### config.mk
export PLATFORM = sky130hd
export DESIGN_NAME = text_to_html_escaper_unit
export DESIGN_NICKNAME = d
export VERILOG_FILES = /design/src/rtl/tthe_pkg.sv /design/src/rtl/text_to_html_escaper_unit.sv /design/src/rtl/tthe_front.sv /design/src/rtl/tthe_queue.sv /design/src/rtl/tthe_back.sv
export SDC_FILE = /design/constraint.sdc
export NUM_CORES = 1
export LEC_CHECK = 0
export ABC_AREA = 1
export BUFFER_PORTS_ARGS = -buffer_cell sky130_fd_sc_hd__buf_4
export CORE_MARGIN = 2
export CORE_UTILIZATION = 40
export CTS_CLUSTER_SIZE = 40
export DETAILED_ROUTE_END_ITERATION = 7
export PLACE_DENSITY = 0.65
export SYNTH_ARGS = -nofsm -noshare
export SYNTH_HDL_FRONTEND = slang
export SYNTH_SLANG_ARGS = --single-unit
### constraint.sdc
create_clock -name clk -period 5.1 [get_ports clk]
set_input_delay 1.53 -clock clk [delete_from_list [all_inputs] [get_ports clk]]
set_output_delay 1.53 -clock clk [all_outputs]
set_load 0.01 [all_outputs]
### src/rtl/tthe_pkg.sv
// Package for the text to HTML escaper: output token codes, job record,
// register indexes and the string table used by the front and back parts.
// No dependencies.
`timescale 1ns / 1ps
`default_nettype none

package tthe_pkg;

    localparam int TabStopDefault = 8;
    localparam int MaxTabStop     = 16;
    localparam int RepW           = $clog2(MaxTabStop + 1);
    localparam int MaxResults     = 64;
    localparam int CntW           = $clog2(MaxResults);
    localparam int QueueDepth     = 4;
    localparam int NumSlots       = 4;
    localparam int SlotW          = $clog2(NumSlots);
    localparam int CfgIndexW      = 3;

    localparam int SlotPre    = 0;
    localparam int SlotSpace  = 1;
    localparam int SlotPrefix = 2;
    localparam int SlotBody   = 3;

    typedef enum logic [CfgIndexW-1:0] {
        CFG_CONVERT_SPACES      = 3'd0,
        CFG_PRESERVE_HIGH_BYTES = 3'd1,
        CFG_QUESTION_HIGH_BYTES = 3'd2,
        CFG_QUOTE_PREFIX        = 3'd3,
        CFG_NEWLINE_BREAK       = 3'd4,
        CFG_WRAP_PRE            = 3'd5
    } cfg_idx_t;

    typedef struct packed {
        logic convert_spaces;
        logic preserve_high_bytes;
        logic question_high_bytes;
        logic quote_prefix;
        logic newline_break;
        logic wrap_pre;
    } cfg_t;

    typedef enum logic [3:0] {
        TOK_NONE,
        TOK_PRE_START,
        TOK_PRE_CLOSE,
        TOK_SPACE,
        TOK_NBSP,
        TOK_PREFIX,
        TOK_LT,
        TOK_GT,
        TOK_AMP,
        TOK_QUOT,
        TOK_BR_NL,
        TOK_BYTE,
        TOK_DEC
    } tok_t;

    typedef struct packed {
        tok_t [NumSlots-1:0] tok;
        logic [7:0]          data;
        logic [3:0]          dig2;
        logic [3:0]          dig1;
        logic [3:0]          dig0;
        logic [1:0]          ndig;
        logic [RepW-1:0]     reps;
    } job_t;

    typedef struct packed {
        logic             found;
        logic [SlotW-1:0] idx;
    } slot_sel_t;

    function automatic logic [47:0] tok_str(input tok_t tok);
        logic [47:0] s;
        begin
            s = '0;
            unique case (tok)
                TOK_PRE_START: s = 48'("<pre>");
                TOK_PRE_CLOSE: s = 48'("</pre>");
                TOK_SPACE:     s = 48'(" ");
                TOK_NBSP:      s = 48'("&nbsp;");
                TOK_PREFIX:    s = 48'("&gt; ");
                TOK_LT:        s = 48'("&lt;");
                TOK_GT:        s = 48'("&gt;");
                TOK_AMP:       s = 48'("&amp;");
                TOK_QUOT:      s = 48'("&quot;");
                TOK_BR_NL:     s = {8'h00, 32'("<br>"), 8'h0A};
                default:       s = '0;
            endcase
            return s;
        end
    endfunction

    function automatic logic [2:0] tok_len(input tok_t tok, input logic [1:0] ndig);
        logic [2:0] n;
        begin
            unique case (tok)
                TOK_PRE_START: n = 3'd5;
                TOK_PRE_CLOSE: n = 3'd6;
                TOK_NBSP:      n = 3'd6;
                TOK_PREFIX:    n = 3'd5;
                TOK_LT:        n = 3'd4;
                TOK_GT:        n = 3'd4;
                TOK_AMP:       n = 3'd5;
                TOK_QUOT:      n = 3'd6;
                TOK_BR_NL:     n = 3'd5;
                TOK_DEC:       n = 3'd3 + {1'b0, ndig};
                default:       n = 3'd1;
            endcase
            return n;
        end
    endfunction

    function automatic logic [7:0] tok_char(input tok_t tok, input logic [2:0] idx,
                                            input job_t job);
        logic [2:0]  len;
        logic [5:0]  sh;
        logic [47:0] s;
        logic [2:0]  k;
        logic [3:0]  d;
        logic [7:0]  c;
        begin
            len = tok_len(tok, job.ndig);
            sh  = {len - 3'd1 - idx, 3'b000};
            s   = tok_str(tok) >> sh;
            k   = idx - 3'd2 + (3'd3 - {1'b0, job.ndig});
            unique case (k)
                3'd0:    d = job.dig2;
                3'd1:    d = job.dig1;
                default: d = job.dig0;
            endcase
            if (tok == TOK_BYTE)
            begin
                c = job.data;
            end
            else if (tok == TOK_DEC)
            begin
                if (idx == 3'd0)
                begin
                    c = 8'h26;
                end
                else if (idx == 3'd1)
                begin
                    c = 8'h23;
                end
                else if (idx == len - 3'd1)
                begin
                    c = 8'h3B;
                end
                else
                begin
                    c = 8'h30 + {4'b0000, d};
                end
            end
            else
            begin
                c = s[7:0];
            end
            return c;
        end
    endfunction

    function automatic slot_sel_t next_slot(input tok_t [NumSlots-1:0] tok,
                                            input logic [SlotW:0] start);
        slot_sel_t r;
        begin
            r = '0;
            for (int k = NumSlots - 1; k >= 0; k--)
            begin
                if (k >= int'(start) && tok[k] != TOK_NONE)
                begin
                    r.found = 1'b1;
                    r.idx   = SlotW'(k);
                end
            end
            return r;
        end
    endfunction

endpackage

`default_nettype wire

### src/rtl/text_to_html_escaper_unit.sv
// Top level of the text to HTML escaper: configuration registers and the
// front part, job queue and back part. Depends on tthe_pkg, tthe_front,
// tthe_queue and tthe_back.
//
// Input channel: in_valid / in_stall carry text_byte and flush, one item per
// accepted cycle. Output channel: out_valid / out_stall carry out_char and
// last, one byte per accepted cycle; last marks the final byte of an item.
// Configuration: write cfg_data into register cfg_index when cfg_we is high,
// only while the block is idle.
// The first byte of an item passes through the job queue and the current job
// register before it reaches the output register. The back part serializes one
// byte per cycle while out_stall does not hold it, and an item gives at most 64
// bytes; items giving one byte likewise stream at one per cycle. A held space
// (convert_spaces set, not at line start) gives no byte of its own. The front takes
// items while the four-entry job queue has room; in_stall is high while it is full.
// Reset: the configuration registers clear to 0, the block is at line start
// with no space held, no pre tag open, and the queue and output register are empty.
// When out_stall is high the output register holds its byte, the back part
// halts, the queue fills and then in_stall rises.
`timescale 1ns / 1ps
`default_nettype none

module text_to_html_escaper_unit #(
    parameter int TAB_STOP = tthe_pkg::TabStopDefault
) (
    input  wire logic                          clk,
    input  wire logic                          rst_n,
    input  wire logic                          cfg_we,
    input  wire logic [tthe_pkg::CfgIndexW-1:0] cfg_index,
    input  wire logic                          cfg_data,
    input  wire logic                          in_valid,
    output logic                               in_stall,
    input  wire logic [7:0]                    text_byte,
    input  wire logic                          flush,
    output logic                               out_valid,
    input  wire logic                          out_stall,
    output logic [7:0]                         out_char,
    output logic                               last
);
    import tthe_pkg::*;

    cfg_t cfg_reg, cfg_next;
    logic q_push;
    logic q_full;
    logic q_pop;
    logic q_valid;
    job_t push_job;
    job_t q_job;

    always_comb
    begin
        cfg_next = cfg_reg;
        if (cfg_we)
        begin
            unique case (cfg_idx_t'(cfg_index))
                CFG_CONVERT_SPACES:      cfg_next.convert_spaces      = cfg_data;
                CFG_PRESERVE_HIGH_BYTES: cfg_next.preserve_high_bytes = cfg_data;
                CFG_QUESTION_HIGH_BYTES: cfg_next.question_high_bytes = cfg_data;
                CFG_QUOTE_PREFIX:        cfg_next.quote_prefix        = cfg_data;
                CFG_NEWLINE_BREAK:       cfg_next.newline_break       = cfg_data;
                CFG_WRAP_PRE:            cfg_next.wrap_pre            = cfg_data;
                default:                 cfg_next = cfg_reg;
            endcase
        end
    end

    always_ff @(posedge clk or negedge rst_n)
    begin
        if (!rst_n)
        begin
            cfg_reg <= '0;
        end
        else
        begin
            cfg_reg <= cfg_next;
        end
    end

    tthe_front #(
        .TAB_STOP (TAB_STOP)
    ) u_front (
        .clk       (clk),
        .rst_n     (rst_n),
        .cfg       (cfg_reg),
        .in_valid  (in_valid),
        .in_stall  (in_stall),
        .text_byte (text_byte),
        .flush     (flush),
        .q_push    (q_push),
        .q_job     (push_job),
        .q_full    (q_full)
    );

    tthe_queue u_queue (
        .clk      (clk),
        .rst_n    (rst_n),
        .push     (q_push),
        .push_job (push_job),
        .full     (q_full),
        .pop      (q_pop),
        .q_valid  (q_valid),
        .q_job    (q_job)
    );

    tthe_back u_back (
        .clk       (clk),
        .rst_n     (rst_n),
        .q_valid   (q_valid),
        .q_job     (q_job),
        .q_pop     (q_pop),
        .out_valid (out_valid),
        .out_stall (out_stall),
        .out_char  (out_char),
        .last      (last)
    );

endmodule

`default_nettype wire

### src/rtl/tthe_front.sv
// Front part of the escaper: accepts text items, classifies each byte,
// keeps line and column state and writes a job record per item with output.
// Depends on tthe_pkg.
`timescale 1ns / 1ps
`default_nettype none

module tthe_front #(
    parameter int TAB_STOP = tthe_pkg::TabStopDefault
) (
    input  wire logic          clk,
    input  wire logic          rst_n,
    input  wire tthe_pkg::cfg_t cfg,
    input  wire logic          in_valid,
    output logic               in_stall,
    input  wire logic [7:0]    text_byte,
    input  wire logic          flush,
    output logic               q_push,
    output tthe_pkg::job_t     q_job,
    input  wire logic          q_full
);
    import tthe_pkg::*;

    localparam int ColW = $clog2(TAB_STOP);
    localparam logic [ColW-1:0] PrefixPhase = ColW'(2 % TAB_STOP);
    localparam logic [ColW-1:0] LastPhase   = ColW'(TAB_STOP - 1);

    logic [ColW-1:0] column_reg, column_next;
    logic            line_start_reg, line_start_next;
    logic            pending_reg, pending_next;
    logic            pre_tag_reg, pre_tag_next;

    logic            accept;
    logic            pre_now;
    logic            is_sp;
    logic            job_empty;
    logic [ColW-1:0] p0, p1;
    logic [7:0]      rem;
    logic [14:0]     prod;
    logic [3:0]      tens;
    logic [7:0]      ones;
    logic [1:0]      hund;
    job_t            job;

    function automatic logic [ColW-1:0] adv(input logic [ColW-1:0] p);
        return (p == LastPhase) ? '0 : p + 1'b1;
    endfunction

    // decimal digits of the byte
    always_comb
    begin
        if (text_byte >= 8'd200)
        begin
            hund = 2'd2;
            rem  = text_byte - 8'd200;
        end
        else if (text_byte >= 8'd100)
        begin
            hund = 2'd1;
            rem  = text_byte - 8'd100;
        end
        else
        begin
            hund = 2'd0;
            rem  = text_byte;
        end
        prod = 15'(rem[6:0]) * 15'd205;
        tens = prod[14:11];
        ones = rem - ({4'b0000, tens} << 3) - ({4'b0000, tens} << 1);
    end

    always_comb
    begin
        job          = '0;
        job.tok      = {NumSlots{TOK_NONE}};
        job.reps     = RepW'(1);
        job.data     = text_byte;
        job.dig2     = {2'b00, hund};
        job.dig1     = tens;
        job.dig0     = ones[3:0];
        job.ndig     = (text_byte >= 8'd100) ? 2'd3 : (text_byte >= 8'd10) ? 2'd2 : 2'd1;
        column_next     = column_reg;
        line_start_next = line_start_reg;
        pending_next    = pending_reg;
        pre_now         = pre_tag_reg;
        is_sp           = (text_byte == 8'h20) || (text_byte == 8'h09);

        if (cfg.wrap_pre && !pre_tag_reg)
        begin
            job.tok[SlotPre] = TOK_PRE_START;
            pre_now          = 1'b1;
        end
        pre_tag_next = pre_now;

        if (line_start_reg)
        begin
            p0 = cfg.quote_prefix ? PrefixPhase : '0;
        end
        else
        begin
            p0 = column_reg;
        end
        p1 = pending_reg ? adv(p0) : p0;

        if (flush)
        begin
            if (pending_reg)
            begin
                job.tok[SlotSpace] = TOK_SPACE;
            end
            if (pre_now)
            begin
                job.tok[SlotBody] = TOK_PRE_CLOSE;
            end
            column_next     = '0;
            line_start_next = 1'b1;
            pending_next    = 1'b0;
            pre_tag_next    = 1'b0;
        end
        else if (text_byte == 8'h0A)
        begin
            if (pending_reg)
            begin
                job.tok[SlotSpace] = TOK_SPACE;
            end
            if (line_start_reg && cfg.quote_prefix)
            begin
                job.tok[SlotPrefix] = TOK_PREFIX;
            end
            job.tok[SlotBody] = cfg.newline_break ? TOK_BR_NL : TOK_BYTE;
            column_next     = '0;
            line_start_next = 1'b1;
            pending_next    = 1'b0;
        end
        else
        begin
            if (line_start_reg && cfg.quote_prefix)
            begin
                job.tok[SlotPrefix] = TOK_PREFIX;
            end
            if (pending_reg)
            begin
                job.tok[SlotSpace] = is_sp ? TOK_NBSP : TOK_SPACE;
            end
            line_start_next = 1'b0;
            pending_next    = 1'b0;
            column_next     = adv(p1);
            priority if (text_byte == 8'h3C)
            begin
                job.tok[SlotBody] = TOK_LT;
            end
            else if (text_byte == 8'h3E)
            begin
                job.tok[SlotBody] = TOK_GT;
            end
            else if (text_byte == 8'h26)
            begin
                job.tok[SlotBody] = TOK_AMP;
            end
            else if (text_byte == 8'h22)
            begin
                job.tok[SlotBody] = TOK_QUOT;
            end
            else if (text_byte == 8'h09 && cfg.convert_spaces)
            begin
                job.tok[SlotBody] = TOK_NBSP;
                job.reps          = RepW'(TAB_STOP) - RepW'(p1);
                column_next       = '0;
            end
            else if (text_byte == 8'h20 && cfg.convert_spaces)
            begin
                if (line_start_reg)
                begin
                    job.tok[SlotBody] = TOK_NBSP;
                end
                else
                begin
                    pending_next = 1'b1;
                    column_next  = p1;
                end
            end
            else if ((text_byte < 8'h20 || text_byte >= 8'h80) && !cfg.preserve_high_bytes)
            begin
                if (cfg.question_high_bytes)
                begin
                    job.tok[SlotBody] = TOK_BYTE;
                    job.data          = 8'h3F;
                end
                else
                begin
                    job.tok[SlotBody] = TOK_DEC;
                end
            end
            else
            begin
                job.tok[SlotBody] = TOK_BYTE;
            end
        end
    end

    assign job_empty = (job.tok == {NumSlots{TOK_NONE}});
    assign in_stall  = q_full;
    assign accept    = in_valid && !q_full;
    assign q_push    = accept && !job_empty;
    assign q_job     = job;

    always_ff @(posedge clk or negedge rst_n)
    begin
        if (!rst_n)
        begin
            column_reg     <= '0;
            line_start_reg <= 1'b1;
            pending_reg    <= 1'b0;
            pre_tag_reg    <= 1'b0;
        end
        else if (accept)
        begin
            column_reg     <= column_next;
            line_start_reg <= line_start_next;
            pending_reg    <= pending_next;
            pre_tag_reg    <= pre_tag_next;
        end
    end

endmodule

`default_nettype wire

### src/rtl/tthe_queue.sv
// Short job queue between the front and back parts of the escaper.
// Depends on tthe_pkg.
`timescale 1ns / 1ps
`default_nettype none

module tthe_queue (
    input  wire logic           clk,
    input  wire logic           rst_n,
    input  wire logic           push,
    input  wire tthe_pkg::job_t push_job,
    output logic                full,
    input  wire logic           pop,
    output logic                q_valid,
    output tthe_pkg::job_t      q_job
);
    import tthe_pkg::*;

    localparam int PtrW = $clog2(QueueDepth);
    localparam int CntQW = $clog2(QueueDepth + 1);

    job_t             entry_reg [QueueDepth];
    logic [PtrW-1:0]  wr_ptr_reg, wr_ptr_next;
    logic [PtrW-1:0]  rd_ptr_reg, rd_ptr_next;
    logic [CntQW-1:0] count_reg, count_next;

    always_comb
    begin
        wr_ptr_next = wr_ptr_reg;
        rd_ptr_next = rd_ptr_reg;
        count_next  = count_reg;
        if (push) begin
            wr_ptr_next = (wr_ptr_reg == PtrW'(QueueDepth - 1)) ? '0 : wr_ptr_reg + 1'b1;
        end
        if (pop) begin
            rd_ptr_next = (rd_ptr_reg == PtrW'(QueueDepth - 1)) ? '0 : rd_ptr_reg + 1'b1;
        end
        if (push && !pop) begin
            count_next = count_reg + 1'b1;
        end
        else if (pop && !push) begin
            count_next = count_reg - 1'b1;
        end
    end

    always_ff @(posedge clk or negedge rst_n)
    begin
        if (!rst_n) begin
            wr_ptr_reg <= '0;
            rd_ptr_reg <= '0;
            count_reg  <= '0;
        end
        else begin
            wr_ptr_reg <= wr_ptr_next;
            rd_ptr_reg <= rd_ptr_next;
            count_reg  <= count_next;
        end
    end

    always_ff @(posedge clk)
    begin
        if (push) begin
            entry_reg[wr_ptr_reg] <= push_job;
        end
    end

    assign full    = (count_reg == CntQW'(QueueDepth));
    assign q_valid = (count_reg != '0);
    assign q_job   = entry_reg[rd_ptr_reg];

    a_no_push_full: assert property (@(posedge clk) disable iff (!rst_n)
        push |-> !full) else $error("push into full job queue");
    a_no_pop_empty: assert property (@(posedge clk) disable iff (!rst_n)
        pop |-> q_valid) else $error("pop from empty job queue");
    a_count_bound: assert property (@(posedge clk) disable iff (!rst_n)
        count_reg <= CntQW'(QueueDepth)) else $error("job queue count overrun");

endmodule

`default_nettype wire

### src/rtl/tthe_back.sv
// Back part of the escaper: walks each job record token by token and
// drives one output byte per cycle through a registered output stage while
// out_stall does not hold it. Depends on tthe_pkg.
`timescale 1ns / 1ps
`default_nettype none

module tthe_back (
    input  wire logic           clk,
    input  wire logic           rst_n,
    input  wire logic           q_valid,
    input  wire tthe_pkg::job_t q_job,
    output logic                q_pop,
    output logic                out_valid,
    input  wire logic           out_stall,
    output logic [7:0]          out_char,
    output logic                last
);
    import tthe_pkg::*;

    logic             cur_valid_reg, cur_valid_next;
    job_t             cur_job_reg, cur_job_next;
    logic [SlotW-1:0] slot_reg, slot_next;
    logic [2:0]       idx_reg, idx_next;
    logic [RepW-1:0]  rep_reg, rep_next;
    logic [CntW-1:0]  cnt_reg, cnt_next;
    logic             out_valid_reg, out_valid_next;
    logic [7:0]       out_char_reg, out_char_next;
    logic             last_reg, last_next;

    logic      advance;
    logic      emit;
    logic      load;
    tok_t      tok_cur;
    logic [2:0] len;
    logic      end_tok;
    logic      end_slot;
    logic      job_done;
    slot_sel_t later;
    slot_sel_t first;

    always_comb
    begin
        advance  = !out_valid_reg || !out_stall;
        emit     = cur_valid_reg && advance;
        tok_cur  = cur_job_reg.tok[slot_reg];
        len      = tok_len(tok_cur, cur_job_reg.ndig);
        end_tok  = (idx_reg == len - 3'd1);
        end_slot = end_tok && ((slot_reg != SlotW'(SlotBody)) || (rep_reg <= RepW'(1)));
        later    = next_slot(cur_job_reg.tok, {1'b0, slot_reg} + 1'b1);
        first    = next_slot(q_job.tok, '0);
        job_done = (end_slot && !later.found) || (cnt_reg == CntW'(MaxResults - 1));
        load     = (!cur_valid_reg || (emit && job_done)) && q_valid;

        cur_valid_next = cur_valid_reg;
        cur_job_next   = cur_job_reg;
        slot_next      = slot_reg;
        idx_next       = idx_reg;
        rep_next       = rep_reg;
        cnt_next       = cnt_reg;

        if (load) begin
            cur_valid_next = 1'b1;
            cur_job_next   = q_job;
            slot_next      = first.idx;
            idx_next       = '0;
            rep_next       = q_job.reps;
            cnt_next       = '0;
        end
        else if (emit && job_done) begin
            cur_valid_next = 1'b0;
        end
        else if (emit) begin
            cnt_next = cnt_reg + 1'b1;
            if (!end_tok) begin
                idx_next = idx_reg + 1'b1;
            end
            else if (!end_slot) begin
                idx_next = '0;
                rep_next = rep_reg - 1'b1;
            end
            else begin
                idx_next  = '0;
                slot_next = later.idx;
            end
        end

        out_valid_next = out_valid_reg;
        out_char_next  = out_char_reg;
        last_next      = last_reg;
        if (advance) begin
            out_valid_next = cur_valid_reg;
            out_char_next  = tok_char(tok_cur, idx_reg, cur_job_reg);
            last_next      = job_done;
        end
    end

    always_ff @(posedge clk or negedge rst_n)
    begin
        if (!rst_n) begin
            cur_valid_reg <= 1'b0;
            out_valid_reg <= 1'b0;
        end
        else begin
            cur_valid_reg <= cur_valid_next;
            out_valid_reg <= out_valid_next;
        end
    end

    always_ff @(posedge clk)
    begin
        cur_job_reg  <= cur_job_next;
        slot_reg     <= slot_next;
        idx_reg      <= idx_next;
        rep_reg      <= rep_next;
        cnt_reg      <= cnt_next;
        out_char_reg <= out_char_next;
        last_reg     <= last_next;
    end

    assign q_pop     = load;
    assign out_valid = out_valid_reg;
    assign out_char  = out_char_reg;
    assign last      = last_reg;

    a_slot_live: assert property (@(posedge clk) disable iff (!rst_n)
        cur_valid_reg |-> tok_cur != TOK_NONE) else $error("walking an empty slot");
    a_idx_bound: assert property (@(posedge clk) disable iff (!rst_n)
        cur_valid_reg |-> idx_reg < len) else $error("token index past token end");
    a_rep_live: assert property (@(posedge clk) disable iff (!rst_n)
        cur_valid_reg && slot_reg == SlotW'(SlotBody) |-> rep_reg != '0)
        else $error("body repeat count exhausted");

endmodule

`default_nettype wire

== Word-level counts from Yosys, hierarchy flattened ==
Memories as Yosys holds them, arrays and structs flattened.
Cells that the tools add are included.
Storage, ports and cells
  memory bits (read-only): 608
  flip-flop bits (word level): 84
  input port bits: 18
  bits in writable memories: 152
  memories: 2
Memories
  (no name shown): words 16, width 38, rd ports 1, clocked after Yosys merged registers in 0, write ports 0, RTL line tthe_pkg.sv:77  | unique case (tok)
  u_queue.entry_reg: words 4, width 38, rd ports 1, clocked after Yosys merged registers in 0, write ports 1, RTL line tthe_queue.sv:21  | job_t entry_reg [QueueDepth];
Operators by class
  multiply operators: 1
  add/sub/neg operators: 23
  reductions and logical operators: 64
  magnitude comparators: 11
  multiplexer cells: 109
  shift-type cells: 1
  eq/ne operators: 36
  bitwise gates (word level): 1
Operators by type and width (count)
  8-bit two-way mux: 15
  3-bit two-way mux: 25
  5-bit two-way mux: 12
  4-bit two-way mux: 13
  48-bit two-way mux: 1
  48-bit by 6-bit right shift with 8-bit output: 1
  8-bit by 6-bit == test with 1-bit output, second input constant: 5
  2-bit two-way mux: 17
  4-bit nonzero test: 8
  4-bit == test, second input constant: 5
  1-bit two-way mux: 20
  1-bit logical AND: 18
  4-bit by 3-bit == test with 1-bit output, second input constant: 4
  8-bit by 4-bit == test with 1-bit output, second input constant: 2
  8-bit >= comparator, second input constant: 2
  16-bit zero test: 1
  3-bit == test, second input constant: 5
  7-bit by 8-bit multiplier with 15-bit output, second input constant: 1
  7-bit two-way mux: 2
  2-bit AND reduction: 7
  7-bit subtractor, second input constant: 2
  3-bit by 1-bit adder with 3-bit output, second input constant: 4
  12-bit two-way mux: 1
  3-bit one-hot mux with 4 select lines: 1
  other kinds (40): 74

== Longest topological paths before layout ==
  depth in word-level cells: 19
  gate-level depth with buffers: 31

== Hierarchy ==
A second synthesis with hierarchy kept.
Second synthesis, totals
  cell total of the unflattened synthesis: 1443
  area, all modules: 14163.6 um^2
Modules (own cells, without submodules)
  tthe_queue: area each 7352.1 um^2, times used 1, cells an instance 554, seq. area each 5340.1 um^2
  tthe_back: area each 4095.2 um^2, times used 1, cells an instance 491, seq. area each 1851.8 um^2
  tthe_front: area each 2409.8 um^2, times used 1, cells an instance 357, seq. area each 151.4 um^2
  text_to_html_escaper_unit: area each 306.5 um^2, times used 1, cells an instance 41, seq. area each 150.1 um^2

== Worst setup path after synthesis ==
OpenSTA, ideal clock, no wires.
  kind: in2reg
  start: input text_byte[0]
  end: memory u_queue.entry_reg[0][10] (netlist bit) (data pin)
  data arrival time: 6.053 ns
  setup slack: -1.222 ns
  buffers on the path: 0
  stages on the path: 30
  path through: inv_1 -> ha_1 -> nand2_1 -> nand2_1 -> nand3_1 -> nand2_1 -> o211ai_1 -> xor2_1 -> a32oi_1 -> ha_1 -> ha_1 -> fa_1 -> inv_1 -> fa_1 -> inv_1 -> ha_1 -> nand2_1 -> inv_1 -> nand2_1 -> a21oi_1 -> nor2_1 -> o21bai_1 -> xor2_1 -> ha_1 -> inv_1 -> xor2_1 -> inv_1 -> nand2_1 -> nand2_1 -> xor2_1
RTL lines
  start: declaration: RTL line text_to_html_escaper_unit.sv:33  | input wire logic [7:0] text_byte,
  end: declaration: RTL line tthe_queue.sv:21

==> reports/metrics.yaml <==
cts:
  htree_levels: 1
  cts_tree: "done"
  clk_latency_ns: 0.52
  clk_path_buf_depth: 3
  clkTransAtPathRegs_ns: 0.06
  cts-root-buf: "clkbuf_16"
  cts.sinks: 202
  cts_made_buffers: 22
cells_and_area:
  diodes: 0
  drive_gt1_frac: 0.217
  final_cell_mix: "nand2_1 (203), edfxtp_1 (172), inv_1 (134), nor2_1 (124), buf_4 (115)"
  final_common_cell: "nand2_1"
  num-fill-cells: 2455
  area_growth_pct: 25.4
  stdcell_area_sq_mm: 0.0140
  final_core_util: 0.506
  largest_reg_flops: 128
  nets: 1418
power_and_ir_drop:
  peakVddDrop_v: 0.000344
  powerDensity_mw_per_mm2: 642
  p_leak_nw: 6.02
  p_total_mw: 8.97
timing:
  relSlewSlack: 0.297
  tightest_slew_ns: 1.05
  hold_viol: 0
  tns_ns: -14.90
  final_max_slew_viol_count: 0
  finClkSkew_ns: 0.0197
  rsz0062_at_grt: "yes"
  fmax_mhz: 171
  period_share: 1.15
  fin_ws_ns: -0.755
  post-route-min-period_ns: 5.86
  setup_viol: 32
placed_design:
  dpl.hpwl_mm: 16.5
  place_area_sq_mm: 0.0123
  numPortBuffers: 28
  dp_slack_ns: -1.35
  routabilityCongestion: 0.874
synthesis:
  synth_top_flop_cell: "edfxtp_1"
  synth.net_count: 1268
  synth_seq_cells: 202
  synth-edff-count: 172
  yosys_warnings: 0
  syn_inst: 1166
  synth_area_sq_mm: 0.0111
  ys_types: 49
  async_flop_share: 0.104
  syn_area_per_cell_sq_um: 9.55
  ys_seq_area_frac: 0.527
die:
  coreArea_sq_mm: 0.0276
  ios: 29
  row_count: 61
  die-area_sq_mm: 0.0292
  fp.dieH_microns: 171
  start_util: 0.403
  die_w_microns: 171
global_route:
  grt_antenna_before_repair: 0
  grt_max_degree: 68
  grt.total_usage: 0.174
  grt_pass1_wl_mm: 40.7
  grt-ovfl-total: 0
  grt_pass1_vias: 8222
setup_path:
  start_kind: "primary input"
  end_kind: "flop"
  cp.arrival_ns: 6.11
  path_max_fanout: 5
  crit_type: "primary input to flop"
  required_ns: 5.35
run:
  cap_viol_max_count: 0
detailed_routing:
  ant_nets: 0
  routed_wirelength_mm: 25.8
  drt_iter0_markers: 685
  drt_drc_violations_left: 0
  via_count: 8559
  drtPass1Iterations: 6
  wl_per_cell_microns: 15.1
  viasPerCell: 5.01
run_status:
  status: "finished with violations"
  violations: "setup timing"
worst_hold_path:
  holdCritPathClass: "flop to flop"
[where the power goes]
part | switching [mW] | internal (mW)
Clock | 0.616 | 0.944
Sequential | 0.162 | 2.47
Combinational | 2.97 | 1.82
Total | 3.74 | 5.23
[kinds of logic (layout without fill, tap and decap cells)]
| kind of cell | after synthesis | after routing | share of synthesized area |
|---|---|---|---|
| and+or+nand+nor | 464 | 464 | 0.182 |
| AOI/OAI and AO/OA | 204 | 204 | 0.101 |
| DFF | 202 | 202 | 0.527 |
| buffers and inverters | 183 | 346 | 0.0655 |
| adders and majority gates | 84 | 84 | 0.101 |
| xor gates and xnor gates | 28 | 28 | 0.0220 |
| muxes | 1 | 1 | 0.00101 |
[cell usage after synthesis (9+ instances only)]
cell type,n,area (sq um)
a21oi_1,38,190
clkbuf_1,16,60.1
dfrtp_1,20,500
dfxtp_1,9,180
edfxtp_1,172,5160
fa_1,10,200
ha_1,74,926
inv_1,148,556
nand2_1,212,796
nand3_1,63,315
nand4_1,13,81.3
nor2_1,130,488
nor3_1,11,55.1
o21ai_0,106,531
o22ai_1,33,206
xnor2_1,9,78.8
xor2_1,19,166
[per-stage QoR]
step           hold WS [ns]  instances
2_1_floorplan         0.453       1166
3_3_place_gp          0.479       1620
3_5_place_dp          0.482       1620
4_1_cts               0.496       1697
5_1_grt               0.530       1707
6_report              0.492       1707
[worst max-delay path: stages]
cell        delay (ns)
buf_4             0.12
clkinvlp_4        0.08
ha_4              0.15
nand2_2           0.05
nand2_2           0.08
nand3_4           0.07
nand2_4           0.10
o211ai_1          0.11
xor2_1            0.19
a32oi_2           0.24
ha_1              0.30
ha_4              0.23
fa_1              0.48
inv_1             0.05
fa_1              0.47
inv_1             0.04
ha_1              0.26
nand2_1           0.06
inv_2             0.06
nand2_2           0.06
a21oi_2           0.14
nor2_1            0.06
o21bai_1          0.18
xor2_1            0.23
ha_2              0.32
nand2_1           0.07
nand3_1           0.13
xor2_2            0.22
[per-layer routing]
metal / vias up / share of wire / GRT usage
met4: 0 / 0.029 / 0.0674
met3: 56 / 0.045 / 0.0264
met1: 4012 / 0.44 / 0.228
met5: - / 0 / 0
li1: 4276 / - / -
met2: 215 / 0.48 / 0.293
[layout make-up]
| cell class | count | area (sq um) | area share |
|---|---|---|---|
| sequential | 202 | 5870 | 0.420 |
| multi-input combinational | 781 | 4980 | 0.357 |
| timing repair buffer | 155 | 1320 | 0.0946 |
| inverter | 154 | 596 | 0.0426 |
| clock buffer | 25 | 562 | 0.0402 |
| tap | 378 | 473 | 0.0339 |
| clock inverter | 12 | 159 | 0.0114 |
[repair_timing]
| item | 4_1_cts | 5_1_grt |
|---|---|---|
| pin swaps | 23 | 38 |
| buffers inserted | 40 | 11 |
| gates resized for setup | 66 | 43 |
| hold buffers | 0 | 0 |
| endpoints found under the setup margin | 28 | 32 |
[worst paths after layout]
path | cells after the start | from | slack [ns] | to
setup / recovery | 28 | text_byte[0] | -0.76 | u_queue.entry_reg[0][10]
hold / removal | 2 | u_front.column_reg[2] | 0.49 | u_front.column_reg[2]
setup reg to reg | 25 | u_back.slot_reg[1] | 0.42 | u_queue.count_reg[1]
hold reg to reg | 2 | u_front.column_reg[2] | 0.49 | u_front.column_reg[2]
max in group asynchronous | 1 | rst_n | 3.92 | u_front.line_start_reg
min in group asynchronous | 1 | rst_n | 0.89 | u_queue.wr_ptr_reg[1]
No activity file was read; power rests on OpenSTA's default activity.
